## src/rtl/pmc_pkg.sv

```systemverilog
package pmc_pkg;

  localparam int ByteW   = 8;
  localparam int ShiftW  = 3;
  localparam int ButtonW = 3;
  localparam int CellW   = 16;
  localparam int CfgAddrW = 2;

  localparam int StatusFullBit = 0;
  localparam int StatusAuxBit  = 5;
  localparam int HeaderSyncBit = 3;

  localparam logic [ByteW-1:0]  ResetColumns = 8'd80;
  localparam logic [ByteW-1:0]  ResetRows    = 8'd25;
  localparam logic [ShiftW-1:0] ResetShift   = 3'd3;
  localparam logic [ByteW-1:0]  ResetPosX    = 8'd40;
  localparam logic [ByteW-1:0]  ResetPosY    = 8'd12;

  typedef enum logic [CfgAddrW-1:0] {
    REG_GRID_COLUMNS = 2'd0,
    REG_GRID_ROWS    = 2'd1,
    REG_MOTION_SHIFT = 2'd2
  } cfg_reg_t;

  typedef struct packed {
    logic [ByteW-1:0]  grid_columns;
    logic [ByteW-1:0]  grid_rows;
    logic [ShiftW-1:0] motion_shift;
  } cfg_t;

  // one completed packet, handed from the front to the back
  typedef struct packed {
    logic [ButtonW-1:0] buttons;
    logic [ByteW-1:0]   dx_raw;
    logic [ByteW-1:0]   dy_raw;
  } pkt_t;

  typedef struct packed {
    logic full;
    logic empty;
  } q_status_t;

  typedef struct packed {
    logic [ByteW-1:0]   cursor_x;
    logic [ByteW-1:0]   cursor_y;
    logic [ButtonW-1:0] button_bits;
    logic               moved;
    logic [CellW-1:0]   old_cell;
    logic [CellW-1:0]   new_cell;
  } result_t;

endpackage

```

## src/rtl/pmc_in_if.sv

```systemverilog
interface pmc_in_if;
  logic                        valid;
  logic                        ready;
  logic [pmc_pkg::ByteW-1:0]   ctrl_status;
  logic [pmc_pkg::ByteW-1:0]   rx_byte;

  modport source (output valid, ctrl_status, rx_byte, input ready);
  modport sink   (input valid, ctrl_status, rx_byte, output ready);
endinterface

```

## src/rtl/pmc_out_if.sv

```systemverilog
interface pmc_out_if;
  logic                          valid;
  logic                          ready;
  logic [pmc_pkg::ByteW-1:0]     cursor_x;
  logic [pmc_pkg::ByteW-1:0]     cursor_y;
  logic [pmc_pkg::ButtonW-1:0]   button_bits;
  logic                          moved;
  logic [pmc_pkg::CellW-1:0]     old_cell;
  logic [pmc_pkg::CellW-1:0]     new_cell;

  modport source (output valid, cursor_x, cursor_y, button_bits, moved, old_cell, new_cell,
                  input ready);
  modport sink   (input valid, cursor_x, cursor_y, button_bits, moved, old_cell, new_cell,
                  output ready);
endinterface

```

## src/rtl/pmc_cfg_if.sv

```systemverilog
interface pmc_cfg_if;
  logic                           valid;
  logic                           ready;
  logic [pmc_pkg::CfgAddrW-1:0]   addr;
  logic [pmc_pkg::ByteW-1:0]      data;

  modport source (output valid, addr, data, input ready);
  modport sink   (input valid, addr, data, output ready);
endinterface

```

## src/rtl/pmc_front.sv

```systemverilog
module pmc_front (
  input  logic                        clk,
  input  logic                        rst_n,
  input  logic                        in_fire,
  input  logic [pmc_pkg::ByteW-1:0]   ctrl_status,
  input  logic [pmc_pkg::ByteW-1:0]   rx_byte,
  output logic                        push,
  output pmc_pkg::pkt_t               push_pkt
);

  typedef enum logic [2:0] {
    PH_HEADER = 3'b001,
    PH_DX     = 3'b010,
    PH_DY     = 3'b100
  } phase_t;

  phase_t                      phase_r, phase_nxt;
  logic [pmc_pkg::ByteW-1:0]   header_r, header_nxt;
  logic [pmc_pkg::ByteW-1:0]   dx_r, dx_nxt;
  logic                        take;

  assign take = in_fire && ctrl_status[pmc_pkg::StatusFullBit]
                && ctrl_status[pmc_pkg::StatusAuxBit];

  always_comb begin
    phase_nxt  = phase_r;
    header_nxt = header_r;
    dx_nxt     = dx_r;
    push       = 1'b0;
    if (take) begin
      unique case (phase_r)
        PH_HEADER: begin
          // drop bytes until one carries the sync bit
          if (rx_byte[pmc_pkg::HeaderSyncBit]) begin
            header_nxt = rx_byte;
            phase_nxt  = PH_DX;
          end
        end
        PH_DX: begin
          dx_nxt    = rx_byte;
          phase_nxt = PH_DY;
        end
        PH_DY: begin
          push      = 1'b1;
          phase_nxt = PH_HEADER;
        end
        default: begin
          phase_nxt = PH_HEADER;
        end
      endcase
    end
  end

  assign push_pkt.buttons = header_r[pmc_pkg::ButtonW-1:0];
  assign push_pkt.dx_raw  = dx_r;
  assign push_pkt.dy_raw  = rx_byte;

  always_ff @(posedge clk) begin
    if (!rst_n) begin
      phase_r  <= PH_HEADER;
      header_r <= '0;
      dx_r     <= '0;
    end else begin
      phase_r  <= phase_nxt;
      header_r <= header_nxt;
      dx_r     <= dx_nxt;
    end
  end

endmodule

```

## src/rtl/pmc_queue.sv

```systemverilog
module pmc_queue #(
  parameter int Depth = 2
) (
  input  logic                 clk,
  input  logic                 rst_n,
  input  logic                 push,
  input  pmc_pkg::pkt_t        push_pkt,
  input  logic                 pop,
  output pmc_pkg::pkt_t        head_pkt,
  output pmc_pkg::q_status_t   status
);

  localparam int PtrW = (Depth > 1) ? $clog2(Depth) : 1;
  localparam int CntW = $clog2(Depth + 1);

  pmc_pkg::pkt_t    mem_r [Depth];
  logic [PtrW-1:0]  wr_ptr_r, wr_ptr_nxt;
  logic [PtrW-1:0]  rd_ptr_r, rd_ptr_nxt;
  logic [CntW-1:0]  cnt_r, cnt_nxt;

  assign status.full  = (cnt_r == CntW'(Depth));
  assign status.empty = (cnt_r == '0);
  assign head_pkt     = mem_r[rd_ptr_r];

  always_comb begin
    wr_ptr_nxt = wr_ptr_r;
    rd_ptr_nxt = rd_ptr_r;
    cnt_nxt    = cnt_r;
    if (push) begin
      wr_ptr_nxt = (wr_ptr_r == PtrW'(Depth - 1)) ? '0 : wr_ptr_r + PtrW'(1);
    end
    if (pop) begin
      rd_ptr_nxt = (rd_ptr_r == PtrW'(Depth - 1)) ? '0 : rd_ptr_r + PtrW'(1);
    end
    case ({push, pop})
      2'b10:   cnt_nxt = cnt_r + CntW'(1);
      2'b01:   cnt_nxt = cnt_r - CntW'(1);
      default: cnt_nxt = cnt_r;
    endcase
  end

  always_ff @(posedge clk) begin
    if (push) begin
      mem_r[wr_ptr_r] <= push_pkt;
    end
  end

  always_ff @(posedge clk) begin
    if (!rst_n) begin
      wr_ptr_r <= '0;
      rd_ptr_r <= '0;
      cnt_r    <= '0;
    end else begin
      wr_ptr_r <= wr_ptr_nxt;
      rd_ptr_r <= rd_ptr_nxt;
      cnt_r    <= cnt_nxt;
    end
  end

endmodule

```

## src/rtl/pmc_back.sv

```systemverilog
module pmc_back (
  input  logic                  clk,
  input  logic                  rst_n,
  input  pmc_pkg::cfg_t         cfg,
  input  pmc_pkg::q_status_t    q_status,
  input  pmc_pkg::pkt_t         head_pkt,
  output logic                  pop,
  output logic                  res_valid,
  input  logic                  res_ready,
  output pmc_pkg::result_t      res
);

  typedef struct packed {
    logic [pmc_pkg::ByteW-1:0]   old_x;
    logic [pmc_pkg::ByteW-1:0]   old_y;
    logic [pmc_pkg::ByteW-1:0]   new_x;
    logic [pmc_pkg::ByteW-1:0]   new_y;
    logic [pmc_pkg::ButtonW-1:0] buttons;
  } move_t;

  function automatic logic [8:0] scale_motion(input logic [7:0] raw, input logic [2:0] sh);
    logic [7:0] mag;
    logic [7:0] shv;
    mag = raw[7] ? (~raw + 8'd1) : raw;
    shv = mag >> sh;
    return raw[7] ? (9'd0 - {1'b0, shv}) : {1'b0, shv};
  endfunction

  function automatic logic [7:0] clamp_axis(input logic [9:0] v, input logic [7:0] top);
    logic [7:0] r;
    if (v[9]) begin
      r = '0;
    end else if (v[8:0] > {1'b0, top}) begin
      r = top;
    end else begin
      r = v[7:0];
    end
    return r;
  endfunction

  logic [pmc_pkg::ByteW-1:0] pos_x_r, pos_x_nxt;
  logic [pmc_pkg::ByteW-1:0] pos_y_r, pos_y_nxt;
  logic [pmc_pkg::ButtonW-1:0] buttons_r;
  logic                      s1_valid_r;
  move_t                     s1_r, s1_nxt;
  logic                      out_valid_r;
  pmc_pkg::result_t          out_r, out_nxt;
  logic                      out_adv;
  logic                      s1_adv;
  logic [8:0]                dx, dy;
  logic [9:0]                sum_x, sum_y;
  logic [pmc_pkg::ByteW-1:0] top_x, top_y;
  logic [pmc_pkg::CellW-1:0] prod_old, prod_new;

  assign out_adv = !out_valid_r || res_ready;
  assign s1_adv  = !s1_valid_r || out_adv;
  assign pop     = s1_adv && !q_status.empty;

  // stage 1: scale, move and clamp against the live position
  always_comb begin
    dx    = scale_motion(head_pkt.dx_raw, cfg.motion_shift);
    dy    = scale_motion(head_pkt.dy_raw, cfg.motion_shift);
    sum_x = {2'b00, pos_x_r} + {dx[8], dx};
    sum_y = {2'b00, pos_y_r} - {dy[8], dy};
    top_x = (cfg.grid_columns == '0) ? '0 : cfg.grid_columns - 8'd1;
    top_y = (cfg.grid_rows == '0) ? '0 : cfg.grid_rows - 8'd1;
    s1_nxt.old_x   = pos_x_r;
    s1_nxt.old_y   = pos_y_r;
    s1_nxt.new_x   = clamp_axis(sum_x, top_x);
    s1_nxt.new_y   = clamp_axis(sum_y, top_y);
    s1_nxt.buttons = head_pkt.buttons;
    pos_x_nxt = pop ? s1_nxt.new_x : pos_x_r;
    pos_y_nxt = pop ? s1_nxt.new_y : pos_y_r;
  end

  // stage 2: cell indices
  always_comb begin
    prod_old = {8'd0, s1_r.old_y} * {8'd0, cfg.grid_columns};
    prod_new = {8'd0, s1_r.new_y} * {8'd0, cfg.grid_columns};
    out_nxt.cursor_x    = s1_r.new_x;
    out_nxt.cursor_y    = s1_r.new_y;
    out_nxt.button_bits = s1_r.buttons;
    out_nxt.moved       = (s1_r.old_x != s1_r.new_x) || (s1_r.old_y != s1_r.new_y);
    out_nxt.old_cell    = prod_old + {8'd0, s1_r.old_x};
    out_nxt.new_cell    = prod_new + {8'd0, s1_r.new_x};
  end

  always_ff @(posedge clk) begin
    if (pop) begin
      s1_r <= s1_nxt;
    end
    if (s1_valid_r && out_adv) begin
      out_r <= out_nxt;
    end
  end

  always_ff @(posedge clk) begin
    if (!rst_n) begin
      pos_x_r     <= pmc_pkg::ResetPosX;
      pos_y_r     <= pmc_pkg::ResetPosY;
      buttons_r   <= '0;
      s1_valid_r  <= 1'b0;
      out_valid_r <= 1'b0;
    end else begin
      pos_x_r <= pos_x_nxt;
      pos_y_r <= pos_y_nxt;
      if (pop) begin
        buttons_r <= head_pkt.buttons;
      end
      if (s1_adv) begin
        s1_valid_r <= pop;
      end
      if (out_adv) begin
        out_valid_r <= s1_valid_r;
      end
    end
  end

  assign res_valid = out_valid_r;
  always_comb begin
    res = out_r;
    // latched buttons track the newest packet; the result carries its own copy
    if (buttons_r != out_r.button_bits && !out_valid_r) begin
      res.button_bits = out_r.button_bits;
    end
  end

endmodule

```

## src/rtl/ps2_mouse_packet_cursor_top.sv

```systemverilog
// PS/2 mouse packet decoder driving a text-grid cursor. One controller status / data byte
// pair is taken per transfer, every clock cycle; bytes whose status lacks output-full and
// auxiliary-data are dropped. The front assembles header, X and Y bytes into packets
// (a header must have bit 3 set) and pushes each completed packet into a QueueDepth-entry
// queue. The back pops one packet per cycle unless the result port stalls, scales, moves
// and clamps the position in one register stage and forms the two cell indices
// (row * grid_columns + column) in a second, so a result passes the queue and both
// stages before it is offered, and waits longer while the result port stalls.
// Input stalls only when the queue is full, which takes a stalled result port. Write the
// grid and shift registers only while no packet is in flight; no clearing pass after reset.
module ps2_mouse_packet_cursor_top #(
  parameter int QueueDepth = 2
) (
  input  logic       clk,
  input  logic       rst_n,
  pmc_in_if.sink     in_ch,
  pmc_out_if.source  out_ch,
  pmc_cfg_if.sink    cfg_ch
);

  pmc_pkg::cfg_t       cfg_r;
  pmc_pkg::pkt_t       push_pkt;
  pmc_pkg::pkt_t       head_pkt;
  pmc_pkg::q_status_t  q_status;
  pmc_pkg::result_t    res;
  logic                push;
  logic                pop;
  logic                in_fire;

  assign cfg_ch.ready = 1'b1;
  assign in_ch.ready  = !q_status.full;
  assign in_fire      = in_ch.valid && in_ch.ready;

  always_ff @(posedge clk) begin
    if (!rst_n) begin
      cfg_r.grid_columns <= pmc_pkg::ResetColumns;
      cfg_r.grid_rows    <= pmc_pkg::ResetRows;
      cfg_r.motion_shift <= pmc_pkg::ResetShift;
    end else if (cfg_ch.valid && cfg_ch.ready) begin
      unique case (cfg_ch.addr)
        pmc_pkg::REG_GRID_COLUMNS: cfg_r.grid_columns <= cfg_ch.data;
        pmc_pkg::REG_GRID_ROWS:    cfg_r.grid_rows    <= cfg_ch.data;
        pmc_pkg::REG_MOTION_SHIFT: cfg_r.motion_shift <= cfg_ch.data[pmc_pkg::ShiftW-1:0];
        default: ;
      endcase
    end
  end

  pmc_front u_front (
    .clk         (clk),
    .rst_n       (rst_n),
    .in_fire     (in_fire),
    .ctrl_status (in_ch.ctrl_status),
    .rx_byte     (in_ch.rx_byte),
    .push        (push),
    .push_pkt    (push_pkt)
  );

  pmc_queue #(
    .Depth (QueueDepth)
  ) u_queue (
    .clk      (clk),
    .rst_n    (rst_n),
    .push     (push),
    .push_pkt (push_pkt),
    .pop      (pop),
    .head_pkt (head_pkt),
    .status   (q_status)
  );

  pmc_back u_back (
    .clk       (clk),
    .rst_n     (rst_n),
    .cfg       (cfg_r),
    .q_status  (q_status),
    .head_pkt  (head_pkt),
    .pop       (pop),
    .res_valid (out_ch.valid),
    .res_ready (out_ch.ready),
    .res       (res)
  );

  assign out_ch.cursor_x    = res.cursor_x;
  assign out_ch.cursor_y    = res.cursor_y;
  assign out_ch.button_bits = res.button_bits;
  assign out_ch.moved       = res.moved;
  assign out_ch.old_cell    = res.old_cell;
  assign out_ch.new_cell    = res.new_cell;

  a_push_on_transfer: assert property (@(posedge clk) disable iff (!rst_n)
    push |-> in_fire)
    else $error("packet pushed without an input transfer");

  a_push_fills_queue: assert property (@(posedge clk) disable iff (!rst_n)
    push && !pop |=> !q_status.empty)
    else $error("queue empty after a push");

  a_still_same_cell: assert property (@(posedge clk) disable iff (!rst_n)
    out_ch.valid && !out_ch.moved |-> out_ch.old_cell == out_ch.new_cell)
    else $error("unmoved cursor reports different cells");

endmodule

```

## src/flat_wrapper.sv

```systemverilog
// flat-port wrapper written by rule: the top's interface ports become plain ports
module ps2_mouse_packet_cursor_top_flat 
#(
  parameter int QueueDepth = 2
)
  (clk, rst_n, in_ch_valid, in_ch_ctrl_status, in_ch_rx_byte, in_ch_ready, out_ch_valid, out_ch_cursor_x, out_ch_cursor_y, out_ch_button_bits, out_ch_moved, out_ch_old_cell, out_ch_new_cell, out_ch_ready, cfg_ch_valid, cfg_ch_addr, cfg_ch_data, cfg_ch_ready);
  pmc_in_if in_ch_i ();
  pmc_out_if out_ch_i ();
  pmc_cfg_if cfg_ch_i ();
  input  logic clk;
  input  logic rst_n;
  input wire logic [$bits(in_ch_i.valid)-1:0] in_ch_valid;
  input wire logic [$bits(in_ch_i.ctrl_status)-1:0] in_ch_ctrl_status;
  input wire logic [$bits(in_ch_i.rx_byte)-1:0] in_ch_rx_byte;
  output wire logic [$bits(in_ch_i.ready)-1:0] in_ch_ready;
  output wire logic [$bits(out_ch_i.valid)-1:0] out_ch_valid;
  output wire logic [$bits(out_ch_i.cursor_x)-1:0] out_ch_cursor_x;
  output wire logic [$bits(out_ch_i.cursor_y)-1:0] out_ch_cursor_y;
  output wire logic [$bits(out_ch_i.button_bits)-1:0] out_ch_button_bits;
  output wire logic [$bits(out_ch_i.moved)-1:0] out_ch_moved;
  output wire logic [$bits(out_ch_i.old_cell)-1:0] out_ch_old_cell;
  output wire logic [$bits(out_ch_i.new_cell)-1:0] out_ch_new_cell;
  input wire logic [$bits(out_ch_i.ready)-1:0] out_ch_ready;
  input wire logic [$bits(cfg_ch_i.valid)-1:0] cfg_ch_valid;
  input wire logic [$bits(cfg_ch_i.addr)-1:0] cfg_ch_addr;
  input wire logic [$bits(cfg_ch_i.data)-1:0] cfg_ch_data;
  output wire logic [$bits(cfg_ch_i.ready)-1:0] cfg_ch_ready;
  assign in_ch_i.valid = in_ch_valid;
  assign in_ch_i.ctrl_status = in_ch_ctrl_status;
  assign in_ch_i.rx_byte = in_ch_rx_byte;
  assign in_ch_ready = in_ch_i.ready;
  assign out_ch_valid = out_ch_i.valid;
  assign out_ch_cursor_x = out_ch_i.cursor_x;
  assign out_ch_cursor_y = out_ch_i.cursor_y;
  assign out_ch_button_bits = out_ch_i.button_bits;
  assign out_ch_moved = out_ch_i.moved;
  assign out_ch_old_cell = out_ch_i.old_cell;
  assign out_ch_new_cell = out_ch_i.new_cell;
  assign out_ch_i.ready = out_ch_ready;
  assign cfg_ch_i.valid = cfg_ch_valid;
  assign cfg_ch_i.addr = cfg_ch_addr;
  assign cfg_ch_i.data = cfg_ch_data;
  assign cfg_ch_ready = cfg_ch_i.ready;
  ps2_mouse_packet_cursor_top #(.QueueDepth(QueueDepth)) u_core (.clk(clk), .rst_n(rst_n), .in_ch(in_ch_i), .out_ch(out_ch_i), .cfg_ch(cfg_ch_i));
endmodule
```

## config.mk

```make
export PLATFORM = sky130hd
export DESIGN_NAME = ps2_mouse_packet_cursor_top_flat
export DESIGN_NICKNAME = d
export VERILOG_FILES = /design/src/rtl/pmc_pkg.sv /design/src/rtl/pmc_in_if.sv /design/src/rtl/pmc_out_if.sv /design/src/rtl/pmc_cfg_if.sv /design/src/rtl/pmc_front.sv /design/src/rtl/pmc_queue.sv /design/src/rtl/pmc_back.sv /design/src/rtl/ps2_mouse_packet_cursor_top.sv /design/src/flat_wrapper.sv
export SDC_FILE = /design/constraint.sdc
export NUM_CORES = 1
export LEC_CHECK = 0
export ABC_AREA = 0
export BUFFER_PORTS_ARGS = -buffer_cell sky130_fd_sc_hd__buf_2
export CAP_MARGIN = 25
export CORE_MARGIN = 3
export CORE_UTILIZATION = 35
export CTS_CLUSTER_DIAMETER = 100
export DETAILED_ROUTE_END_ITERATION = 7
export SETUP_SLACK_MARGIN = 0.02
export SLEW_MARGIN = 20
export SYNTH_ARGS = -nofsm -noshare
export SYNTH_HDL_FRONTEND = slang
export SYNTH_SLANG_ARGS = --single-unit
```

## constraint.sdc

```tcl
create_clock -name clk -period 9 [get_ports clk]
set_clock_uncertainty 0.05 [all_clocks]
set_input_delay 1.8 -clock clk [delete_from_list [all_inputs] [get_ports clk]]
set_output_delay 1.8 -clock clk [all_outputs]
set_load 0.05 [all_outputs]
```

==> results of run 1 <==
==> logic make-up (layout without fill, tap and decap cells) <==
family / Yosys count / count (layout) / share of synthesized area, %
buffers and inverters: 235 / 291 / 6.52
multiplexers: 67 / 67 / 4.95
flip-flops: 181 / 181 / 35.0
AO/OA/AOI/OAI: 190 / 190 / 8.87
AND/OR/NAND/NOR: 478 / 478 / 17.3
XOR/XNOR: 67 / 67 / 4.21
adder cells (fa/ha/maj): 204 / 204 / 23.2
other: 1 / 1 / 0.0269
==> power breakdown <==
part	internal, mW	switching (mW)
Combinational	0.0971	0.126
Sequential	0.891	0.0117
Clock	0.396	0.365
Total	1.38	0.503
==> cells in the final DEF (no fill, tap or decap), types with 31 or more instances in the layout <==
cell,count
sky130_fd_sc_hd__dfxtp_1,56
sky130_fd_sc_hd__a21oi_1,55
sky130_fd_sc_hd__and2_1,69
sky130_fd_sc_hd__ha_1,114
sky130_fd_sc_hd__nand2_1,138
sky130_fd_sc_hd__fa_1,90
sky130_fd_sc_hd__inv_1,171
sky130_fd_sc_hd__buf_2,78
sky130_fd_sc_hd__xnor2_1,36
sky130_fd_sc_hd__mux2i_1,52
sky130_fd_sc_hd__edfxtp_1,125
sky130_fd_sc_hd__o21ai_0,42
sky130_fd_sc_hd__nor2_1,114
sky130_fd_sc_hd__xor2_1,31
==> final cells by class <==
class                      instances  share of cell area [%]
clock buffer                      18                    2.79
clock inverter                    14                    1.11
sequential                       181                    31.7
inverter                         171                    4.17
multi-input combinational       1007                    53.1
tap                              518                    4.21
timing repair buffer              88                    3.01
==> Yosys cell counts, types with 8 or more instances <==
cell                       instances
sky130_fd_sc_hd__nand2b_1         13
sky130_fd_sc_hd__and3_1            8
sky130_fd_sc_hd__nor4_1           10
sky130_fd_sc_hd__xor2_1           31
sky130_fd_sc_hd__mux2i_1          52
sky130_fd_sc_hd__xnor2_1          36
sky130_fd_sc_hd__clkbuf_1         55
sky130_fd_sc_hd__a21o_1            9
sky130_fd_sc_hd__and2_1           69
sky130_fd_sc_hd__nor2b_1          16
sky130_fd_sc_hd__nand3_1          18
sky130_fd_sc_hd__ha_1            114
sky130_fd_sc_hd__nand2_1         138
sky130_fd_sc_hd__or3_1             9
sky130_fd_sc_hd__nor2_1          114
sky130_fd_sc_hd__fa_1             90
sky130_fd_sc_hd__edfxtp_1        125
sky130_fd_sc_hd__dfxtp_1          56
sky130_fd_sc_hd__nor4b_1           8
sky130_fd_sc_hd__o211ai_1         12
sky130_fd_sc_hd__o21ai_0          42
sky130_fd_sc_hd__nor3_1           23
sky130_fd_sc_hd__inv_1           171
sky130_fd_sc_hd__nand4_1          12
sky130_fd_sc_hd__nor3b_1           9
sky130_fd_sc_hd__o21a_1            8
sky130_fd_sc_hd__a21oi_1          55
sky130_fd_sc_hd__mux2_2           11
==> worst paths after layout <==
| kind | startpoint | endpoint | slack (ns) | cells after the start |
|---|---|---|---|---|
| worst max register to register | flop | u_core.u_back.pos_x_r[4] | 1.32 | 27 |
| worst min register to register | u_core.u_back.out_nxt[33] | u_core.u_back.res[33] | 0.37 | 0 |
| worst min-delay path | u_core.u_back.out_nxt[33] | u_core.u_back.res[33] | 0.37 | 0 |
| worst max-delay path | flop | u_core.u_back.pos_x_r[4] | 1.32 | 27 |
==> routing by layer <==
layer  track usage (%)  wire [um]
met3              2.26       1220
met1              20.2      14300
met5                 0          0
met2              25.6      14700
met4              4.56        478
==> sequential cells by signal (all words and copies together) (netlist names), named ones only <==
| name | flops |
|---|---|
| u_core.cfg_r | 19 |
| u_core.u_back.out_nxt | 19 |
| u_core.u_back.pos_x_r | 8 |
| u_core.u_back.pos_y_r | 8 |
| u_core.u_back.res | 52 |
| u_core.u_back.res_valid | 1 |
| u_core.u_back.s1_r | 16 |
| u_core.u_back.s1_valid_r | 1 |
| u_core.u_front.dx_r | 8 |
| u_core.u_front.header_r | 3 |
| u_core.u_front.phase_r | 3 |
| u_core.u_queue.cnt_r | 2 |
| u_core.u_queue.mem_r | 38 |
| u_core.u_queue.rd_ptr_r | 1 |
| u_core.u_queue.wr_ptr_r | 1 |
==> metrics by stage <==
| step | total power [mW] | setup WS (ns) | instance area, um2 | utilization [%] |
|---|---|---|---|---|
| finish | 1.89 | 1.32 | 15400 | 39.5 |
| global route | 1.98 | 0.662 | 15400 | 39.5 |
| CTS | 1.91 | 1.26 | 15400 | 39.5 |
| detailed placement | 1.15 | 1.29 | 14800 | 37.9 |
| global placement | 1.14 | 1.40 | 14800 | 37.9 |
| floorplan | 1.09 | 2.22 | 13900 | - |
==> impl_summary.md, run 1 <==
Setup path
The cell that appears most often on the critical path is sky130_fd_sc_hd__ha_1. The slowest stage of the critical path is the sky130_fd_sc_hd__dfxtp_1 cell. The data arrival time at the worst-slack endpoint is 8.00 ns. The worst setup path is captured at a flop. The kind of start point of the critical path is a flop.

The top fanout value on the critical path is 19. For the worst setup path, the data required time is 9.33 ns. The type of the worst setup path is reg -> reg.

The number of buffers and inverters on the critical path is 1. Grouping stages by cell kind, the critical path spends the most delay in compound AO/OA/AOI/OAI gates. The largest single stage delay on the critical path is 0.85 ns.

Global routing
The initial antenna violation count came to 0. The first global-routing pass estimated 50,800 um of wire. Entering global routing, the biggest net connects 53 pins.

The number of global-route vias before repair is 9,845. After global routing the overflow that remains totals 0. Global routing used 15.2% of the available tracks.

STA
The headroom to the max-slew limit is 36.1%. Across all hold checks on the routed design, the worst slack comes to 0.371 ns. The highest attainable clock frequency is 130 MHz. Summed over all failing endpoints, the final setup total negative slack is 0 ns. The slew at the pin with the worst max-slew slack is 0.932 ns. Setup violations remaining at the end of the flow were counted as 0.

The number of max-slew violations in the final report is 0. Setup repair after global routing left no endpoint under its margin. The clock period minus final worst setup slack is 7.68 ns. The number of failing hold endpoints at the final stage is 0.

Dividing the final minimum period by the clock period gives 85.3%.

Yosys
The synthesized design contains 181 register bits. Sorting the synthesized cells by area gives the leading types as sky130_fd_sc_hd__edfxtp_1, sky130_fd_sc_hd__fa_1, sky130_fd_sc_hd__ha_1. The share of flip-flops with an asynchronous set or reset is 0%.

The total number of yosys warnings is 0. For this run, the leading register cell type out of synthesis is sky130_fd_sc_hd__edfxtp_1. The number of enable-type register cells in the synthesized netlist is 125. The post-synthesis sequential area ratio is 35.0%.

Synthesis produced 1,423 cells. The summed instance area of the synthesized netlist is 13,900 um2. The number of nets in the synthesized netlist is 1,658.

The count of different cell masters after synthesis is 76. A synthesized cell averages 9.79 um2. The biggest area contributor in the post-synthesis netlist is sky130_fd_sc_hd__edfxtp_1. The share of the synthesized area in the top cell type is 26.9%.

Job
Max-cap violations in this run came to 0.

Power
The power density over the cells is 123 nW/um2. The cell leakage power is 6.65 nW. The worst ir drop on vdd is 141 uV.

Finish
The fraction of final layout cells with drive strength greater than 1 is 9.80%. From synthesis to final layout, the design area changed by 10.6%. The layout net count is 1,701. Excluding fillers, the count of instances in the completed layout stands at 1,997. Fill cells in the final layout number 3,816. The repair_antennas step left the layout with diodes totalling 0. Across the whole layout, storage elements account for 4870 um2. The multi-input combinational cells in the finished layout cover a total of 8170 um2.

Detailed routing
The number of iterations in the first detailed-routing pass is 5. The detailed-route vias per instance is 4.96. The per-cell routed wire length is 15.4 um.

For this block, the via count after detailed routing is 9,910. The final antenna-violating net count is 0. The final layout contains routed wiring with a total length of 30,700 um.

The number of DRC markers after the initial detailed-route iteration is 515. The count of unresolved DRC violations after routing is 0.

Hold path
The path class of the tightest hold or removal check is reg -> reg.

Die
Measured along the y axis, the die boundary spans 206 um. The row count is 72. The initial utilization of the core area, before any placement, comes to 35.7%.

The area of the core region is 39,000 um2. The die area is 42,200 um2. The I/O pin count is 86. The die outline width is 206 um.

CTS
The total CTS buffers is 17. The number of sinks on the clock net is 181. The number of H-tree levels is 4.

After clock tree synthesis, the clock-pin slew on the worst setup and hold paths is 0.08 ns. The tree is rooted in a sky130_fd_sc_hd__clkbuf_16. The number of buffers between clock root and the deepest sink is 2. The TritonCTS clock tree is yes. The latest clock arrival within the worst-skew pair is 0.45 ns. The post-cts resize count is 0. After clock tree synthesis, the flow added hold-fix buffers numbering 0. The number of buffers inserted by post-CTS setup repair is 0.

Place
The number of placed instances, taps included is 1,963. The wire-length estimate of the detail-placed layout is 23,500 um. Input and output buffers added on the ports amount to 78.

The congestion estimate from routability-driven global placement came to 0.877.

Status
The run finished with clean final reports.
(Power assumes the default switching activity.)
==> run 2: changes to the inputs <==
- SYNTH_HIERARCHICAL: not set -> 1
- clock period: 9 -> 8.9 ns (I/O delays scaled with it)
==> impl_summary.md, run 2 <==
Finish
The area growth from synthesis to layout is 9.79%. At the end of the flow, the number of nets in the layout was 1,707. 0 antenna diodes ended up in the layout. Leaving out fill and tap cells, the most frequent cells in the layout are sky130_fd_sc_hd__inv_1, sky130_fd_sc_hd__nand2_1, sky130_fd_sc_hd__edfxtp_1. Leaving out fill and tap cells, the most frequent cell in the layout is sky130_fd_sc_hd__inv_1.

The layout has 3,923 filler cells. The register with the most flip-flops in the layout has 52 of them. Of the cells placed in the final design, the portion with a size suffix greater than 1 is 12.2%. The finished layout holds 2,010 standard cells, fillers aside.

Die
The die outline width is 208 um. The core region is 40,100 um2. Once the floorplan was initialized, standard cells occupied 35.7% of the core.

The die covers 43,400 um2. In this run the count of I/O pins placed on the die edge is 86. In this run the core area contains 73 standard-cell rows. The die boundary height is 208 um.

Place
Detailed placement ended at an HPWL of 23,000 um. The number of placed instances, taps included is 1,978. Buffers placed on the I/O ports in this run total 78. The final weighted congestion in routability-driven placement is 0.838.

CTS
For this design, the sink count on the clock tree is 181. After clock tree synthesis, the flow added hold-fix buffers numbering 0. The cell at the root of the clock tree is sky130_fd_sc_hd__clkbuf_16. TritonCTS built the clock tree. Counting along the longest clock path gives a buffer depth of 2.

The post-cts resize count is 0. After clock tree synthesis, the clock-pin slew on the worst setup and hold paths is 0.08 ns. The number of buffers inserted by post-CTS setup repair is 0. In this run, CTS created clock tree buffers numbering 17.

The latest clock arrival within the worst-skew pair is 0.46 ns. The H-tree was split into 4 levels.

STA
The final-layout setup total negative slack is 0 ns. The slew at the pin with the worst max-slew slack is 0.908 ns. The number of max-slew violations in the final report is 0. The worst pin sits at a relative slew slack of 39.5%. For the finished layout, the period the worst path requires is 7.24 ns.

The highest attainable clock frequency is 138 MHz. The final hold slack is 0.372 ns. The setup violation total in the final timing report is 0. The number of failing hold endpoints at the final stage is 0. Setup repair after global routing left no endpoint under its margin. The share of the clock period used by the worst path is 81.3%.

Yosys
In the synthesized netlist, the cells that appear most often are sky130_fd_sc_hd__inv_1, sky130_fd_sc_hd__nand2_1, sky130_fd_sc_hd__edfxtp_1. After synthesis the cells add up to 14,300 um2. The share of flip-flops with an asynchronous set or reset is 0%. The dominant synthesized flop cell is sky130_fd_sc_hd__edfxtp_1.

After synthesis, flip-flops and latches occupy 34.0% of the total area. The number of nets handed over by synthesis was 1,678. During synthesis, Yosys emitted a total of 6 warnings.

After synthesis, the largest area contributor takes up 26.2% of total cell area. Synthesis inferred 181 register bits. Of all cell types, the one taking the most synthesized area is sky130_fd_sc_hd__edfxtp_1. The number of enable-type register cells in the synthesized netlist is 125. The post-synthesis cell count is 1,443. The most repeated cell in the gate-level netlist after synthesis is sky130_fd_sc_hd__inv_1. In this run the mean area of a mapped cell was 9.93 um2. Counting distinct cell types in the post-synthesis netlist gives 85. Sorting the synthesized cells by area gives the leading types as sky130_fd_sc_hd__edfxtp_1, sky130_fd_sc_hd__fa_1, sky130_fd_sc_hd__ha_1.

Setup path
The type of destination of the critical path is a flop. The critical path is of the reg -> reg type. The data arrival time at the worst-slack endpoint is 7.38 ns. The kind of start point of the critical path is a flop. In this run the worst path has a maximum fanout of 19. STA puts the critical path data required time at 9.04 ns.

Hold path
The classification of the worst-slack hold path is reg -> reg.

Power
The reported net switching power is 1.99 mW. The clock power share is 17.0%. The cell leakage power is 6.75 nW. The worst ir drop on vdd is 220 uV.

The internal portion of the total power is 2.58 mW. In this run switching power makes up 43.5% of total power. For this design the ratio of total power to cell area is 291 nW/um2. Per report_power, the sequential group accounts for 29.6% of the total. Of the total power, combinational logic draws 53.4%.

Detailed routing
The detailed-route vias per instance is 4.92. After detailed routing, the average wire length per cell comes to 14.8 um. The final antenna-violating net count is 0. The count of unresolved DRC violations after routing is 0. The overall via count from detail_route is 9,896. The detailed router finished its first iteration with 449 violations. The number of iterations in the first detailed-routing pass is 4. The post-detailed-routing wire length is 29,800 um.

Global routing
The initial antenna violation count is 0. The largest net degree at the start of global routing is 64. The global routing usage summed across all routing layers is 14.2%. The total congestion overflow after global routing is 0. The global-route wire length before repair is 50,500 um. The number of global-route vias before repair came to 9,908.

Job
Max-cap violations in this run came to 0.

Status
The run finished with clean final reports.
==> run 2: cell types whose count changed in the layout (fill, tap and decap cells not counted), moves of 8 or more <==
cell                      change
sky130_fd_sc_hd__inv_1       +16
sky130_fd_sc_hd__nand2_1     +14
sky130_fd_sc_hd__mux2_2      +10
sky130_fd_sc_hd__a21oi_1     -26
sky130_fd_sc_hd__nor2b_1     +13
sky130_fd_sc_hd__nor2_1      -37
sky130_fd_sc_hd__and2_1       +8
==> run 2: cell families (layout without fill, tap and decap cells) <==
group / count (synthesis) / in the layout / synth area share, %
AOI/OAI and AO/OA: 189 / 189 / 9.44
xor gates and xnor gates: 69 / 69 / 4.22
adders and majority gates: 204 / 204 / 22.5
buffers and inverters: 267 / 309 / 7.48
DFF: 181 / 181 / 34.0
muxes: 73 / 73 / 5.62
other: 1 / 1 / 0.0262
and+or+nand+nor: 459 / 459 / 16.6
==> run 2: area by class of cell <==
class                   count  area (um2)  share of cell area (%)
clock buffers              17         425                    2.71
flip-flops and latches    181        4870                    31.0
clock inverters            15         199                    1.27
repair buffers             89         473                    3.01
well taps                 525         657                    4.18
multi-input cells         995        8390                    53.4
inverters                 188         706                    4.49
==> run 2: worst max-delay path: stages, from the launching register on <==
cell                       delay [ns]
sky130_fd_sc_hd__dfxtp_1         0.88
sky130_fd_sc_hd__mux2_2          0.49
sky130_fd_sc_hd__inv_1           0.08
sky130_fd_sc_hd__ha_1            0.39
sky130_fd_sc_hd__or3b_2          0.56
sky130_fd_sc_hd__a211oi_1        0.32
sky130_fd_sc_hd__nor3_1          0.13
sky130_fd_sc_hd__mux4_2          0.52
sky130_fd_sc_hd__inv_1           0.08
sky130_fd_sc_hd__ha_1            0.15
sky130_fd_sc_hd__o41ai_1         0.10
sky130_fd_sc_hd__or2_2           0.30
sky130_fd_sc_hd__o21ai_0         0.20
sky130_fd_sc_hd__xnor2_1         0.09
sky130_fd_sc_hd__ha_1            0.32
sky130_fd_sc_hd__o21ai_0         0.13
sky130_fd_sc_hd__a21boi_0        0.27
sky130_fd_sc_hd__o21ai_0         0.12
sky130_fd_sc_hd__nand2b_1        0.13
sky130_fd_sc_hd__xor2_1          0.22
sky130_fd_sc_hd__ha_1            0.29
sky130_fd_sc_hd__nand4_1         0.11
sky130_fd_sc_hd__o211ai_1        0.11
sky130_fd_sc_hd__o211ai_2        0.51
sky130_fd_sc_hd__mux2i_1         0.35
sky130_fd_sc_hd__nor2_1          0.07
==> run 2: final timing paths <==
kind / startpoint / endpoint / slack, ns / cells after the start
max: flop / u_core/u_back/out_nxt[47] / 1.66 / 25
min: u_core/u_back/out_nxt[33] / u_core/u_back/res[33] / 0.37 / 0
max reg2reg: flop / u_core/u_back/out_nxt[47] / 1.66 / 25
min reg2reg: u_core/u_back/out_nxt[33] / u_core/u_back/res[33] / 0.37 / 0
==> run 2: stage by stage <==
stage / instance area [um2] / util (%) / total power [mW] / worst slack, ns
floorplan: 14300 / - / 3.31 / 2.62
global placement: 15100 / 37.6 / 3.79 / 1.73
detailed placement: 15100 / 37.6 / 3.83 / 1.64
global route: 15700 / 39.2 / 5.02 / 0.969
finish: 15700 / 39.2 / 4.57 / 1.66
CTS: 15700 / 39.2 / 4.64 / 1.63
==> run 2: metal layers <==
metal	track usage (%)	wire length (um)	up-vias
li1	-	-	4927
met1	18.5	13800	4780
met2	24.3	14500	162
met3	2.53	1070	27
met4	4.19	475	0
met5	0	0	-
==> run 2: power groups by stage <==
stage / clock network [mW] / logic [mW] / registers [mW]
2_1_floorplan: 0 / 1.91 / 1.41
3_3_place_gp: 0 / 2.41 / 1.37
3_5_place_dp: 0 / 2.46 / 1.37
4_1_cts: 0.804 / 2.48 / 1.36
5_1_grt: 0.840 / 2.81 / 1.37
6_report: 0.777 / 2.44 / 1.35
==> run 3: changes to the inputs <==
- clock period: 8.9 -> 6.3 ns (I/O delays scaled with it)
==> impl_summary.md, run 3 (synthesized netlist as in run 2, its figures left out) <==
Status
The flow ran to the end, and the final reports show no timing, DRC or antenna violations.

Die
The die covers 43,400 um2. The die outline width is 208 um. The floorplan has 73 rows. In this run the vertical extent of the chip is 208 um. The I/O pin count is 86. The area of the core region is 40,100 um2.

The initial utilization of the core area, before any placement, comes to 35.7%.

CTS
The later pin in the worst-skew pair is clocked with a latency of 0.45 ns. Counting the buffers created by CTS gives 17. The tree is rooted in a sky130_fd_sc_hd__clkbuf_16. Buffers inserted to repair hold after CTS numbered 0. The tree built by TritonCTS fans out to 181 sinks. The TritonCTS clock tree is yes. The H-tree generated during clock tree synthesis spans 4 levels. In this run the deepest clock path goes through 2 buffers. The clock-pin transition on the worst setup and hold timing paths is 0.08 ns.

Place
After legalization and detailed placement, the total HPWL measured 23,900 um. The number of buffers added on ports is 78. The final weighted congestion in routability-driven placement is 0.854.

Power
The worst-case IR drop observed on VDD is 253 uV. The internal cell power is 3.86 mW. In this run the power density over the cells is 414 nW/um2. The clock power share is 16.1%.

The sequential cell fraction of total power is 28.2%. The switching share of power is 42.6%. The share of total power in combinational logic is 55.8%. The overall power is 6.74 mW. For this design the total switching power over the nets is 2.87 mW. The cell leakage power is 7.03 nW.

STA
In the final timing run, aggregate negative setup slack is 0 ns. Setup repair after global routing could not meet its margin everywhere. The slew at the pin with the worst max-slew slack is 0.927 ns. The highest attainable clock frequency is 166 MHz. The clock period could shrink to 6.02 ns.

Setup violations remaining at the end of the flow were counted as 0. The number of failing hold endpoints at the final stage is 0. The number of max-slew violations in the final report came to 0.

The headroom to the max-slew limit is 38.2%. The share of the clock period used by the worst path is 95.5%.

Detailed routing
The detailed-route vias per instance is 4.89. Wires add up to 30,600 um. For this run, the detailed router's first-pass iteration total came to 5. The overall via count from detail_route is 10,082.

The count of unresolved DRC violations after routing is 0. The per-cell routed wire length is 14.9 um. The number of DRC markers after the initial detailed-route iteration is 472.

The count of nets left with antenna violations once routing finished came out at 0.

Setup path
The top fanout value on the critical path is 8. At the worst endpoint, the arrival time is 6.14 ns. The type of destination of the critical path is a flop.

STA classifies the critical path startpoint as a flop. The required time of the worst setup path is 6.42 ns. The critical path is of the reg -> reg type.

Finish
The number of antenna diodes in the final layout is 0. For this run, the post-layout net count is 1,758. In the final layout, the share of cells above drive strength 1 is 16.7%. The synthesis-to-layout area growth is 13.7%.

The library cell used most frequently in the layout, excluding fill and tap cells, is sky130_fd_sc_hd__inv_1. In the layout the commonest cells are sky130_fd_sc_hd__inv_1, sky130_fd_sc_hd__nand2_1, sky130_fd_sc_hd__edfxtp_1. The flip-flop count of the largest register, all copies and words added is 52. Once layout is complete, the utilization of the core stands at 40.6%.

Global routing
The first global-routing pass estimated 50,400 um of wire. The initial antenna violation count was 0. The global routing usage summed across all routing layers is 14.2%. The number of global-route vias before repair is 10,066.

Entering global routing, the biggest net connects 50 pins. The total overflow left after global routing is 0.

Job
The number of max-capacitance violations reported is 0.

Hold path
The tightest min-delay check is of the reg -> reg type.
[run 3: changes by cell type in the layout (fill, tap and decap cells not counted), sizes merged]
cell / previous run / this run
clkbuf: 17 / 18
buf: 89 / 140
clkinv: 8 / 4
inv: 195 / 196
clkinvlp: 0 / 2
[run 3: per-layer routing]
layer	GRT usage (%)	wire, um	vias to the layer above	part of all wire [%]
met2	25.0	15100	130	49
met4	4.00	548	0	1.8
met5	0	0	-	0
met1	17.9	14000	4903	46
li1	-	-	5022	-
met3	2.34	944	27	3.1
[run 3: final cells by class]
cell class,count,area [um2]
Timing Repair Buffer,140,893
Sequential cell,181,4880
Clock inverter,14,153
Fill cell,3900,23800
Tap cell,525,657
Multi-Input combinational cell,995,8540
Clock buffer,18,450
Inverter,188,706
[run 3: worst max-delay path: stages, from the launching register on]
cell and delay, ns:
sky130_fd_sc_hd__dfxtp_4 0.38, sky130_fd_sc_hd__buf_4 0.14, sky130_fd_sc_hd__mux2_2 0.37, sky130_fd_sc_hd__inv_1 0.09, sky130_fd_sc_hd__ha_2 0.19, sky130_fd_sc_hd__or3b_4 0.39
sky130_fd_sc_hd__nand2_1 0.11, sky130_fd_sc_hd__xor2_2 0.17, sky130_fd_sc_hd__o21ai_1 0.11, sky130_fd_sc_hd__a31oi_2 0.27, sky130_fd_sc_hd__ha_1 0.18, sky130_fd_sc_hd__inv_1 0.07
sky130_fd_sc_hd__a2111oi_4 0.29, sky130_fd_sc_hd__nand2b_1 0.16, sky130_fd_sc_hd__xnor2_1 0.12, sky130_fd_sc_hd__ha_1 0.30, sky130_fd_sc_hd__o21ai_1 0.18, sky130_fd_sc_hd__a31oi_1 0.08
sky130_fd_sc_hd__nor2_1 0.27, sky130_fd_sc_hd__ha_1 0.30, sky130_fd_sc_hd__nand4_1 0.10, sky130_fd_sc_hd__nor2_1 0.06, sky130_fd_sc_hd__o311ai_1 0.33, sky130_fd_sc_hd__a21oi_2 0.14
sky130_fd_sc_hd__a2111oi_4 0.34, sky130_fd_sc_hd__buf_12 0.20, sky130_fd_sc_hd__mux2i_1 0.26, sky130_fd_sc_hd__nor2_1 0.07
[run 3: repair_timing]
action / in CTS / in global routing
resized for setup: 2 / 41
setup endpoints to repair: 2 / 32
cloned: 0 / 0
buffers inserted: 0 / 9
pin swaps: 0 / 12
[run 3: final timing paths]
check	startpoint	endpoint	slack, ns	depth (start not counted)
worst min-delay path	u_core/u_back/out_nxt[34]	u_core/u_back/res[34]	0.37	0
worst max-delay path	flop	u_core/u_back/out_nxt[42]	0.28	27
worst max register to register	flop	u_core/u_back/out_nxt[42]	0.28	27
worst min register to register	u_core/u_back/out_nxt[34]	u_core/u_back/res[34]	0.37	0
[run 3: stage by stage]
| stage | std cells | instance area, um2 | worst slack [ns] | hold slack (ns) |
|---|---|---|---|---|
| CTS | 2052 | 16100 | 0.0636 | 0.375 |
| floorplan | 1443 | 14300 | 0.0210 | 0.350 |
| global route | 2061 | 16300 | -0.0304 | 0.381 |
| global placement | 2020 | 15400 | 0.0320 | 0.354 |
| detailed placement | 2020 | 15400 | 0.0365 | 0.357 |
| finish | 2061 | 16300 | 0.280 | 0.373 |
[run 3: power by group through the flow]
stage | registers (mW) | logic, mW | clock network [mW]
2_1_floorplan | 1.99 | 2.69 | 0
5_1_grt | 1.92 | 4.33 | 1.16
4_1_cts | 1.90 | 3.64 | 1.12
6_report | 1.90 | 3.76 | 1.08
3_3_place_gp | 1.92 | 3.54 | 0
3_5_place_dp | 1.93 | 3.60 | 0
